### src/hw/rtl/pvd_pkg.sv
// Shared constants for the peak and valley detector.
// Default widths, hysteresis width and configuration register indexes.
// No dependencies.
`default_nettype none

package pvd_pkg;

  localparam int SAMPLE_BITS_DEF = 24;
  localparam int INDEX_BITS_DEF  = 32;

  // Hysteresis register width, fixed by the register map
  localparam int HYST_BITS       = 23;

  // Configuration port
  localparam int CFG_INDEX_BITS  = 1;
  localparam int CFG_DATA_BITS   = HYST_BITS;

  localparam logic [CFG_INDEX_BITS-1:0] REG_HYSTERESIS      = 1'd0;
  localparam logic [CFG_INDEX_BITS-1:0] REG_START_WITH_PEAK = 1'd1;

endpackage

`default_nettype wire

### src/hw/rtl/pvd_in_stage.sv
// Input register stage: captures sample and index from the input stream.
// Uses pvd_pkg only for consistency of widths handed down by the top level.
`default_nettype none

module pvd_in_stage #(
  parameter int SAMPLE_BITS = pvd_pkg::SAMPLE_BITS_DEF,
  parameter int INDEX_BITS  = pvd_pkg::INDEX_BITS_DEF
) (
  input  wire logic                          clk,
  input  wire logic                          rst,
  input  wire logic                          in_valid,
  output logic                               in_ready,
  input  wire logic signed [SAMPLE_BITS-1:0] in_sample,
  input  wire logic        [INDEX_BITS-1:0]  in_index,
  input  wire logic                          take,      // downstream consumes held item
  output logic                               held_valid,
  output logic signed      [SAMPLE_BITS-1:0] sample,
  output logic             [INDEX_BITS-1:0]  sample_index
);
  import pvd_pkg::*;

  assign in_ready = !held_valid || take;

  always_ff @(posedge clk) begin
    if (rst) begin
      held_valid <= 1'b0;
    end else if (in_ready) begin
      held_valid <= in_valid;
    end
  end

  always_ff @(posedge clk) begin
    if (in_ready && in_valid) begin
      sample       <= in_sample;
      sample_index <= in_index;
    end
  end

endmodule

`default_nettype wire

### src/hw/rtl/pvd_track.sv
// Extreme tracker: running max/min with positions, direction and the
// hysteresis decision. Result is combinational from the held item.
// Depends on pvd_pkg for the hysteresis width.
`default_nettype none

module pvd_track #(
  parameter int SAMPLE_BITS = pvd_pkg::SAMPLE_BITS_DEF,
  parameter int INDEX_BITS  = pvd_pkg::INDEX_BITS_DEF
) (
  input  wire logic                             clk,
  input  wire logic                             rst,
  input  wire logic                             step,
  input  wire logic signed [SAMPLE_BITS-1:0]    sample,
  input  wire logic        [INDEX_BITS-1:0]     sample_index,
  input  wire logic        [pvd_pkg::HYST_BITS-1:0] hysteresis,
  input  wire logic                             start_with_peak,
  output logic                                  found,
  output logic                                  is_maximum,
  output logic signed      [SAMPLE_BITS-1:0]    extreme_value,
  output logic             [INDEX_BITS-1:0]     extreme_index
);
  import pvd_pkg::*;

  // wide enough that s + h and min + h never wrap
  localparam int CMP_BITS = ((SAMPLE_BITS > HYST_BITS) ? SAMPLE_BITS : HYST_BITS) + 2;

  logic                          seeded;
  logic                          seeking_peak;
  logic signed [SAMPLE_BITS-1:0] running_max;
  logic signed [SAMPLE_BITS-1:0] running_min;
  logic        [INDEX_BITS-1:0]  max_position;
  logic        [INDEX_BITS-1:0]  min_position;

  logic signed [SAMPLE_BITS-1:0] max_cur, min_cur, max_upd, min_upd;
  logic        [INDEX_BITS-1:0]  maxp_cur, minp_cur, maxp_upd, minp_upd;
  logic                          dir_cur;
  logic signed [CMP_BITS-1:0]    s_ext, h_ext, max_ext, min_ext;
  logic                          peak_hit, valley_hit;

  logic signed [SAMPLE_BITS-1:0] running_max_next, running_min_next;
  logic        [INDEX_BITS-1:0]  max_position_next, min_position_next;
  logic                          seeking_peak_next;

  always_comb begin
    // first item after reset seeds the tracker
    max_cur  = seeded ? running_max  : sample;
    min_cur  = seeded ? running_min  : sample;
    maxp_cur = seeded ? max_position : sample_index;
    minp_cur = seeded ? min_position : sample_index;
    dir_cur  = seeded ? seeking_peak : start_with_peak;

    // strictly larger / smaller replaces
    if (sample > max_cur) begin
      max_upd  = sample;
      maxp_upd = sample_index;
    end else begin
      max_upd  = max_cur;
      maxp_upd = maxp_cur;
    end
    if (sample < min_cur) begin
      min_upd  = sample;
      minp_upd = sample_index;
    end else begin
      min_upd  = min_cur;
      minp_upd = minp_cur;
    end

    s_ext   = CMP_BITS'(sample);
    max_ext = CMP_BITS'(max_upd);
    min_ext = CMP_BITS'(min_upd);
    h_ext   = $signed(CMP_BITS'(hysteresis));

    // s < max - h  is  s + h < max
    peak_hit   = dir_cur && ((s_ext + h_ext) < max_ext);
    valley_hit = !dir_cur && (s_ext > (min_ext + h_ext));

    running_max_next  = max_upd;
    running_min_next  = min_upd;
    max_position_next = maxp_upd;
    min_position_next = minp_upd;
    seeking_peak_next = dir_cur;

    found         = 1'b0;
    is_maximum    = 1'b0;
    extreme_value = '0;
    extreme_index = '0;

    if (peak_hit) begin
      seeking_peak_next = 1'b0;
      running_min_next  = max_upd;
      min_position_next = maxp_upd;
      found             = 1'b1;
      is_maximum        = 1'b1;
      extreme_value     = max_upd;
      extreme_index     = maxp_upd;
    end else if (valley_hit) begin
      seeking_peak_next = 1'b1;
      running_max_next  = min_upd;
      max_position_next = minp_upd;
      found             = 1'b1;
      extreme_value     = min_upd;
      extreme_index     = minp_upd;
    end
  end

  always_ff @(posedge clk) begin
    if (rst) begin
      seeded       <= 1'b0;
      seeking_peak <= 1'b0;
    end else if (step) begin
      seeded       <= 1'b1;
      seeking_peak <= seeking_peak_next;
    end
  end

  // tracker values are ignored until seeded, so no reset
  always_ff @(posedge clk) begin
    if (step) begin
      running_max  <= running_max_next;
      running_min  <= running_min_next;
      max_position <= max_position_next;
      min_position <= min_position_next;
    end
  end

endmodule

`default_nettype wire

### src/hw/rtl/peak_valley_detector.sv
// Peak and valley detector with hysteresis, top level.
// Holds the configuration registers and the result register.
// Depends on pvd_pkg, pvd_in_stage and pvd_track.
//
// Usage:
//   Input stream s_axis: one sample with its stream index per item. Every
//   accepted item yields exactly one result item on m_axis; tuser[0] (found)
//   says whether that sample confirmed a peak or valley, tuser[1] which kind.
//   Extreme value and index are zero when nothing was found.
//   Path: an accepted item goes into the input register, then the tracker
//   decision on it goes into the result register, where it becomes valid.
//   Throughput: one item per cycle while m_axis is not held off; the tracker
//   state is read and written combinationally between the two registers,
//   so consecutive items chain.
//   Stall: if m_axis is held off, the result register keeps its item and the
//   input register still fills, then s_axis_tready drops until the result
//   is taken. Nothing is lost or repeated.
//   Reset (rst, synchronous): clears both stages, the tracker's seeded flag
//   and sets hysteresis to 0 and start_with_peak to 1. The first item after
//   reset seeds the running max/min and direction.
//   Configuration: cfg_we writes cfg_data to register cfg_index in that cycle
//   (0 hysteresis, 1 start_with_peak); write only while the block is idle.
//   start_with_peak matters only for the first item after reset.
`default_nettype none

module peak_valley_detector #(
  parameter int SAMPLE_BITS = pvd_pkg::SAMPLE_BITS_DEF,
  parameter int INDEX_BITS  = pvd_pkg::INDEX_BITS_DEF
) (
  input  wire logic                                       clk,
  input  wire logic                                       rst,
  // configuration
  input  wire logic                                       cfg_we,
  input  wire logic [pvd_pkg::CFG_INDEX_BITS-1:0]         cfg_index,
  input  wire logic [pvd_pkg::CFG_DATA_BITS-1:0]          cfg_data,
  // input stream
  input  wire logic                                       s_axis_tvalid,
  output logic                                            s_axis_tready,
  // tdata: sample, sample_index (zero pad to bytes)
  input  wire logic [((SAMPLE_BITS+INDEX_BITS+7)/8)*8-1:0] s_axis_tdata,
  // result stream
  output logic                                            m_axis_tvalid,
  input  wire logic                                       m_axis_tready,
  // tdata: extreme_value, extreme_index (zero pad to bytes)
  output logic [((SAMPLE_BITS+INDEX_BITS+7)/8)*8-1:0]     m_axis_tdata,
  // tuser: found, is_maximum
  output logic [1:0]                                      m_axis_tuser
);
  import pvd_pkg::*;

  localparam int DATA_BITS = ((SAMPLE_BITS + INDEX_BITS + 7) / 8) * 8;
  localparam int PAD_BITS  = DATA_BITS - SAMPLE_BITS - INDEX_BITS;

  logic [HYST_BITS-1:0] hysteresis;
  logic                 start_with_peak;

  logic                          held_valid;
  logic                          take;
  logic signed [SAMPLE_BITS-1:0] sample;
  logic        [INDEX_BITS-1:0]  sample_index;

  logic                          found, is_maximum;
  logic signed [SAMPLE_BITS-1:0] extreme_value;
  logic        [INDEX_BITS-1:0]  extreme_index;

  logic                          res_found, res_is_maximum;
  logic signed [SAMPLE_BITS-1:0] res_value;
  logic        [INDEX_BITS-1:0]  res_index;

  // configuration registers; unknown indexes fall through
  always_ff @(posedge clk) begin
    if (rst) begin
      hysteresis      <= '0;
      start_with_peak <= 1'b1;
    end else if (cfg_we) begin
      case (cfg_index)
        REG_HYSTERESIS:      hysteresis      <= cfg_data[HYST_BITS-1:0];
        REG_START_WITH_PEAK: start_with_peak <= cfg_data[0];
        default: ;
      endcase
    end
  end

  // held item moves on when the result register is empty or being drained
  assign take = held_valid && (!m_axis_tvalid || m_axis_tready);

  pvd_in_stage #(
    .SAMPLE_BITS (SAMPLE_BITS),
    .INDEX_BITS  (INDEX_BITS)
  ) u_in (
    .clk          (clk),
    .rst          (rst),
    .in_valid     (s_axis_tvalid),
    .in_ready     (s_axis_tready),
    .in_sample    (s_axis_tdata[SAMPLE_BITS-1:0]),
    .in_index     (s_axis_tdata[SAMPLE_BITS+INDEX_BITS-1:SAMPLE_BITS]),
    .take         (take),
    .held_valid   (held_valid),
    .sample       (sample),
    .sample_index (sample_index)
  );

  pvd_track #(
    .SAMPLE_BITS (SAMPLE_BITS),
    .INDEX_BITS  (INDEX_BITS)
  ) u_track (
    .clk             (clk),
    .rst             (rst),
    .step            (take),
    .sample          (sample),
    .sample_index    (sample_index),
    .hysteresis      (hysteresis),
    .start_with_peak (start_with_peak),
    .found           (found),
    .is_maximum      (is_maximum),
    .extreme_value   (extreme_value),
    .extreme_index   (extreme_index)
  );

  // result register
  always_ff @(posedge clk) begin
    if (rst) begin
      m_axis_tvalid <= 1'b0;
    end else if (take) begin
      m_axis_tvalid <= 1'b1;
    end else if (m_axis_tready) begin
      m_axis_tvalid <= 1'b0;
    end
  end

  always_ff @(posedge clk) begin
    if (take) begin
      res_found      <= found;
      res_is_maximum <= is_maximum;
      res_value      <= extreme_value;
      res_index      <= extreme_index;
    end
  end

  generate
    if (PAD_BITS > 0) begin : g_pad
      assign m_axis_tdata = {{PAD_BITS{1'b0}}, res_index, res_value};
    end else begin : g_nopad
      assign m_axis_tdata = {res_index, res_value};
    end
  endgenerate

  assign m_axis_tuser = {res_is_maximum, res_found};

endmodule

`default_nettype wire

### config.mk
export PLATFORM = sky130hd
export DESIGN_NAME = peak_valley_detector
export DESIGN_NICKNAME = d
export VERILOG_FILES = /design/src/hw/rtl/pvd_pkg.sv /design/src/hw/rtl/pvd_in_stage.sv /design/src/hw/rtl/pvd_track.sv /design/src/hw/rtl/peak_valley_detector.sv
export SDC_FILE = /design/constraint.sdc
export NUM_CORES = 1
export LEC_CHECK = 0
export BUFFER_PORTS_ARGS = -buffer_cell sky130_fd_sc_hd__buf_2
export CORE_ASPECT_RATIO = 1.4
export CORE_MARGIN = 4
export CORE_UTILIZATION = 55
export DETAILED_ROUTE_END_ITERATION = 10
export GPL_TIMING_DRIVEN = 0
export HOLD_SLACK_MARGIN = 0.05
export PLACE_DENSITY = 0.78
export SLEW_MARGIN = 20
export SYNTH_ARGS = -nofsm -noshare
export SYNTH_HDL_FRONTEND = slang
export SYNTH_SLANG_ARGS = --single-unit
### constraint.sdc
create_clock -name clk -period 8.2 [get_ports clk]
set_input_delay 1.23 -clock clk [delete_from_list [all_inputs] [get_ports clk]]
set_output_delay 1.23 -clock clk [all_outputs]
set_load 0.02 [all_outputs]
==> results_dict.tcl <==
set metrics [dict create \
    outcome "complete, no violations" \
    io_buffers 143 \
    synth_ff_type "edfxtp_1" \
    hold_viol_final 0 \
    required_ns 8.42 \
    syn_area_per_cell_sq_um 10.25 \
    cp-start-kind "flop" \
    synth-warning-count 0 \
    drv_slew 0 \
    core_sq_um 28590 \
    drtIter0Drc 1283 \
    ys_seq_elements 254 \
    clock_sinks 254 \
    rr_startpoint "u_track.seeded$_SDFFE_PP0P_" \
    setup_viol 0 \
    met3_length_microns 3507 \
    drive_gt1_frac 0.1722 \
    grt_pass1_wl_microns 74150 \
    p_leak_nw 7.513 \
    slew_headroom 0.4102 \
    cts.reportedPaths.clkPinSlew_ns 0.06 \
    ys_seq_area_frac 0.4576 \
    num_rows 73 \
    cap_violations 0 \
    worstPathArrival_ns 8.17 \
    cp-end-kind "flop" \
    tritoncts "yes" \
    routed.top_layer "met5" \
    netlist_instances 1566 \
    netlist_area_sq_um 16050 \
    ir_drop_v 0.0002108 \
    wl_microns 48520 \
    antenna_left 0 \
    crit_path_start "u_track.seeded$_SDFFE_PP0P_" \
    max-clock-path-buffers 3 \
    critPathKind "flop to flop" \
    worst_pin_slew_ns 0.8709 \
    max_freq_mhz 125.8 \
    grt_pass1_vias 13938 \
    wl_per_cell_microns 22.65 \
    synthArstFlopShare 0 \
    period_share 0.9694 \
    antenna_found_initial 3 \
    clock_latency_ns 0.56 \
    drc 0 \
    power_density_nw_per_um2 237.5 \
    vias_per_cell 6.483 \
    gr-usage-all-layers 0.2891 \
    grt_max_degree 90 \
    timing.setup.tns_ns 0 \
    cp_max_fo 10 \
    hpwl_microns 34890 \
    synth_edf_count 226 \
    cts-buffers-inserted 27 \
    wl_met1_microns 17550 \
    yosysUniqueCellTypes 64 \
    skew_ns 0.02273 \
    dr_wl_met2_microns 24620 \
    num_vias 13886 \
    die_w_microns 152.4 \
    synth_nets 1795 \
    start_util 0.5616 \
    area_delta_synth_final_pct 15.65 \
    overflow 0 \
    gp_congestion 0.9545 \
    die_height_microns 210.2 \
    hp-class "flop to flop" \
    cts_root_buf "clkbuf_16" \
    finalPower_mw 4.409 \
    hp-start "u_track.seeking_peak$_SDFFE_PP0P_" \
    dpl.cell_count 2086 \
    dr.pass1.iters 6 \
    die_area_sq_um 32030 \
    layout.nets 1974 \
    io_pins 145 \
    period_needed_ns 7.949 \
    h-tree-depth 1 \
    final_cell_count_no_fill 2142 \
]
-- per-layer routing --
layer	vias up	global-route usage
li1	6372	-
met1	6668	0.3302
met2	677	0.5253
met3	167	0.03882
met4	2	0.1548
met5	-	0
-- path summary, 6_finish.rpt --
check,slack (ns),end,cells after the start
setup reg to reg,0.25,res_value[22]$_DFFE_PP_,24
hold reg to reg,0.48,u_track.seeking_peak$_SDFFE_PP0P_,2
setup / recovery,0.25,res_value[22]$_DFFE_PP_,24
hold / removal,0.48,u_track.seeking_peak$_SDFFE_PP0P_,2
-- critical path: stages (launching register included) --
cell and delay [ns]:
dfxtp_1 0.38, buf_6 0.18, buf_2 0.38, a21oi_1 0.18, ha_1 0.34, a211oi_2 0.19, o21bai_1 0.14, a221oi_2 0.39
nor2_1 0.09, o311a_1 0.40, nor2_1 0.40, clkbuf_1 0.55, clkbuf_1 0.56, nand2_1 0.08, o21ai_0 0.23, ha_1 0.24
nand4_1 0.13, nor2_1 0.23, and3_1 0.31, o21ai_0 0.31, nand2_1 0.26, or2_1 0.13, clkbuf_1 0.51, clkbuf_1 0.63
o21ai_0 0.33
-- cell usage after synthesis, types with 5 or more instances --
cell	n	area [sq um]
xor2_1	15	131.4
o21bai_1	5	37.54
xnor2_1	24	210.2
nand2b_1	7	43.79
buf_1	8	30.03
nor3_1	13	65.06
edfxtp_1	226	6787
dfxtp_1	28	560.5
or3_1	6	37.54
o211ai_1	9	67.56
nand3_1	13	65.06
nor4_1	36	225.2
nor2b_1	16	100.1
mux2i_1	92	920.9
a21oi_1	156	780.8
nand2_1	130	488.0
o21a_1	8	60.06
clkbuf_1	73	274.0
ha_1	142	1777
a211oi_1	10	75.07
a311oi_2	30	450.4
nor2_1	69	259.0
a31oi_1	36	225.2
nand4_1	17	106.4
o22ai_1	66	412.9
a21o_1	28	210.2
inv_1	80	300.3
o21ai_0	161	805.8
-- registers in the layout, indices dropped and copies added, names as in the netlist, 23 cells and up --
name                  count
u_track.min_position     32
u_track.running_max      24
u_track.running_min      24
res_index                32
u_in.sample_index        32
u_in.sample              24
u_track.max_position     32
hysteresis               23
res_value                24
-- cell families (layout without fill, tap and decap cells) --
logic type	after synthesis	in the layout	share of synthesized area
and+or+nand+nor	321	321	0.09298
muxes	93	93	0.05806
AOI/OAI and AO/OA	545	546	0.2149
other	0	2	0
xor gates and xnor gates	39	39	0.02128
DFF	254	254	0.4576
buffers and inverters	170	368	0.04193
adders and majority gates	144	144	0.1132
-- cell usage in the layout (no fill, tap or decap), types with 27 or more instances in the layout --
cell type,netlist,final
a311oi_2,30,30
a21o_1,28,27
buf_2,4,155
a31oi_1,36,36
nand2_1,130,128
nor4_1,36,33
nor2_1,69,68
ha_1,142,142
o21ai_0,161,157
mux2i_1,92,88
o22ai_1,66,65
clkbuf_16,0,27
clkbuf_1,73,53
dfxtp_1,28,28
edfxtp_1,226,226
a21oi_1,156,155
inv_1,80,79
-- repair_timing --
action | CTS | global route
resized for setup | 75 | 31
gates cloned | 0 | 1
endpoints found under the setup margin | 168 | 135
setup buffers | 2 | 4
pin swaps | 3 | 8
hold buffers | 0 | 0
-- cell type report --
type | instances | area, sq um
Multi-Input combinational cell | 1143 | 8257
Clock inverter | 14 | 186.4
Tap cell | 375 | 469.2
Antenna cell | 2 | 5.005
Clock buffer | 35 | 725.7
Fill cell | 2250 | 10020
Sequential cell | 254 | 7347
Inverter | 80 | 307.8
Buffer | 88 | 460.4
Timing Repair Buffer | 151 | 808.3
-- through the flow --
stage               utilization  instance area, sq um  worst slack (ns)  hold slack (ns)
floorplan                     -                 16050            0.3896           0.4411
detailed placement       0.6050                 17300            -3.214           0.4676
finish                   0.6494                 18570            0.2506           0.4843
global placement         0.6030                 17240            -3.093           0.4482
CTS                      0.6445                 18430          0.008055           0.4765
global route             0.6494                 18560         -0.008977           0.5032
-- power breakdown --
group	switching [mW]	total [mW]	internal, mW
Sequential	0.0714	1.69	1.62
Combinational	0.939	1.43	0.496
Clock	0.534	1.29	0.753
Power figures use the tool's default switching activity.
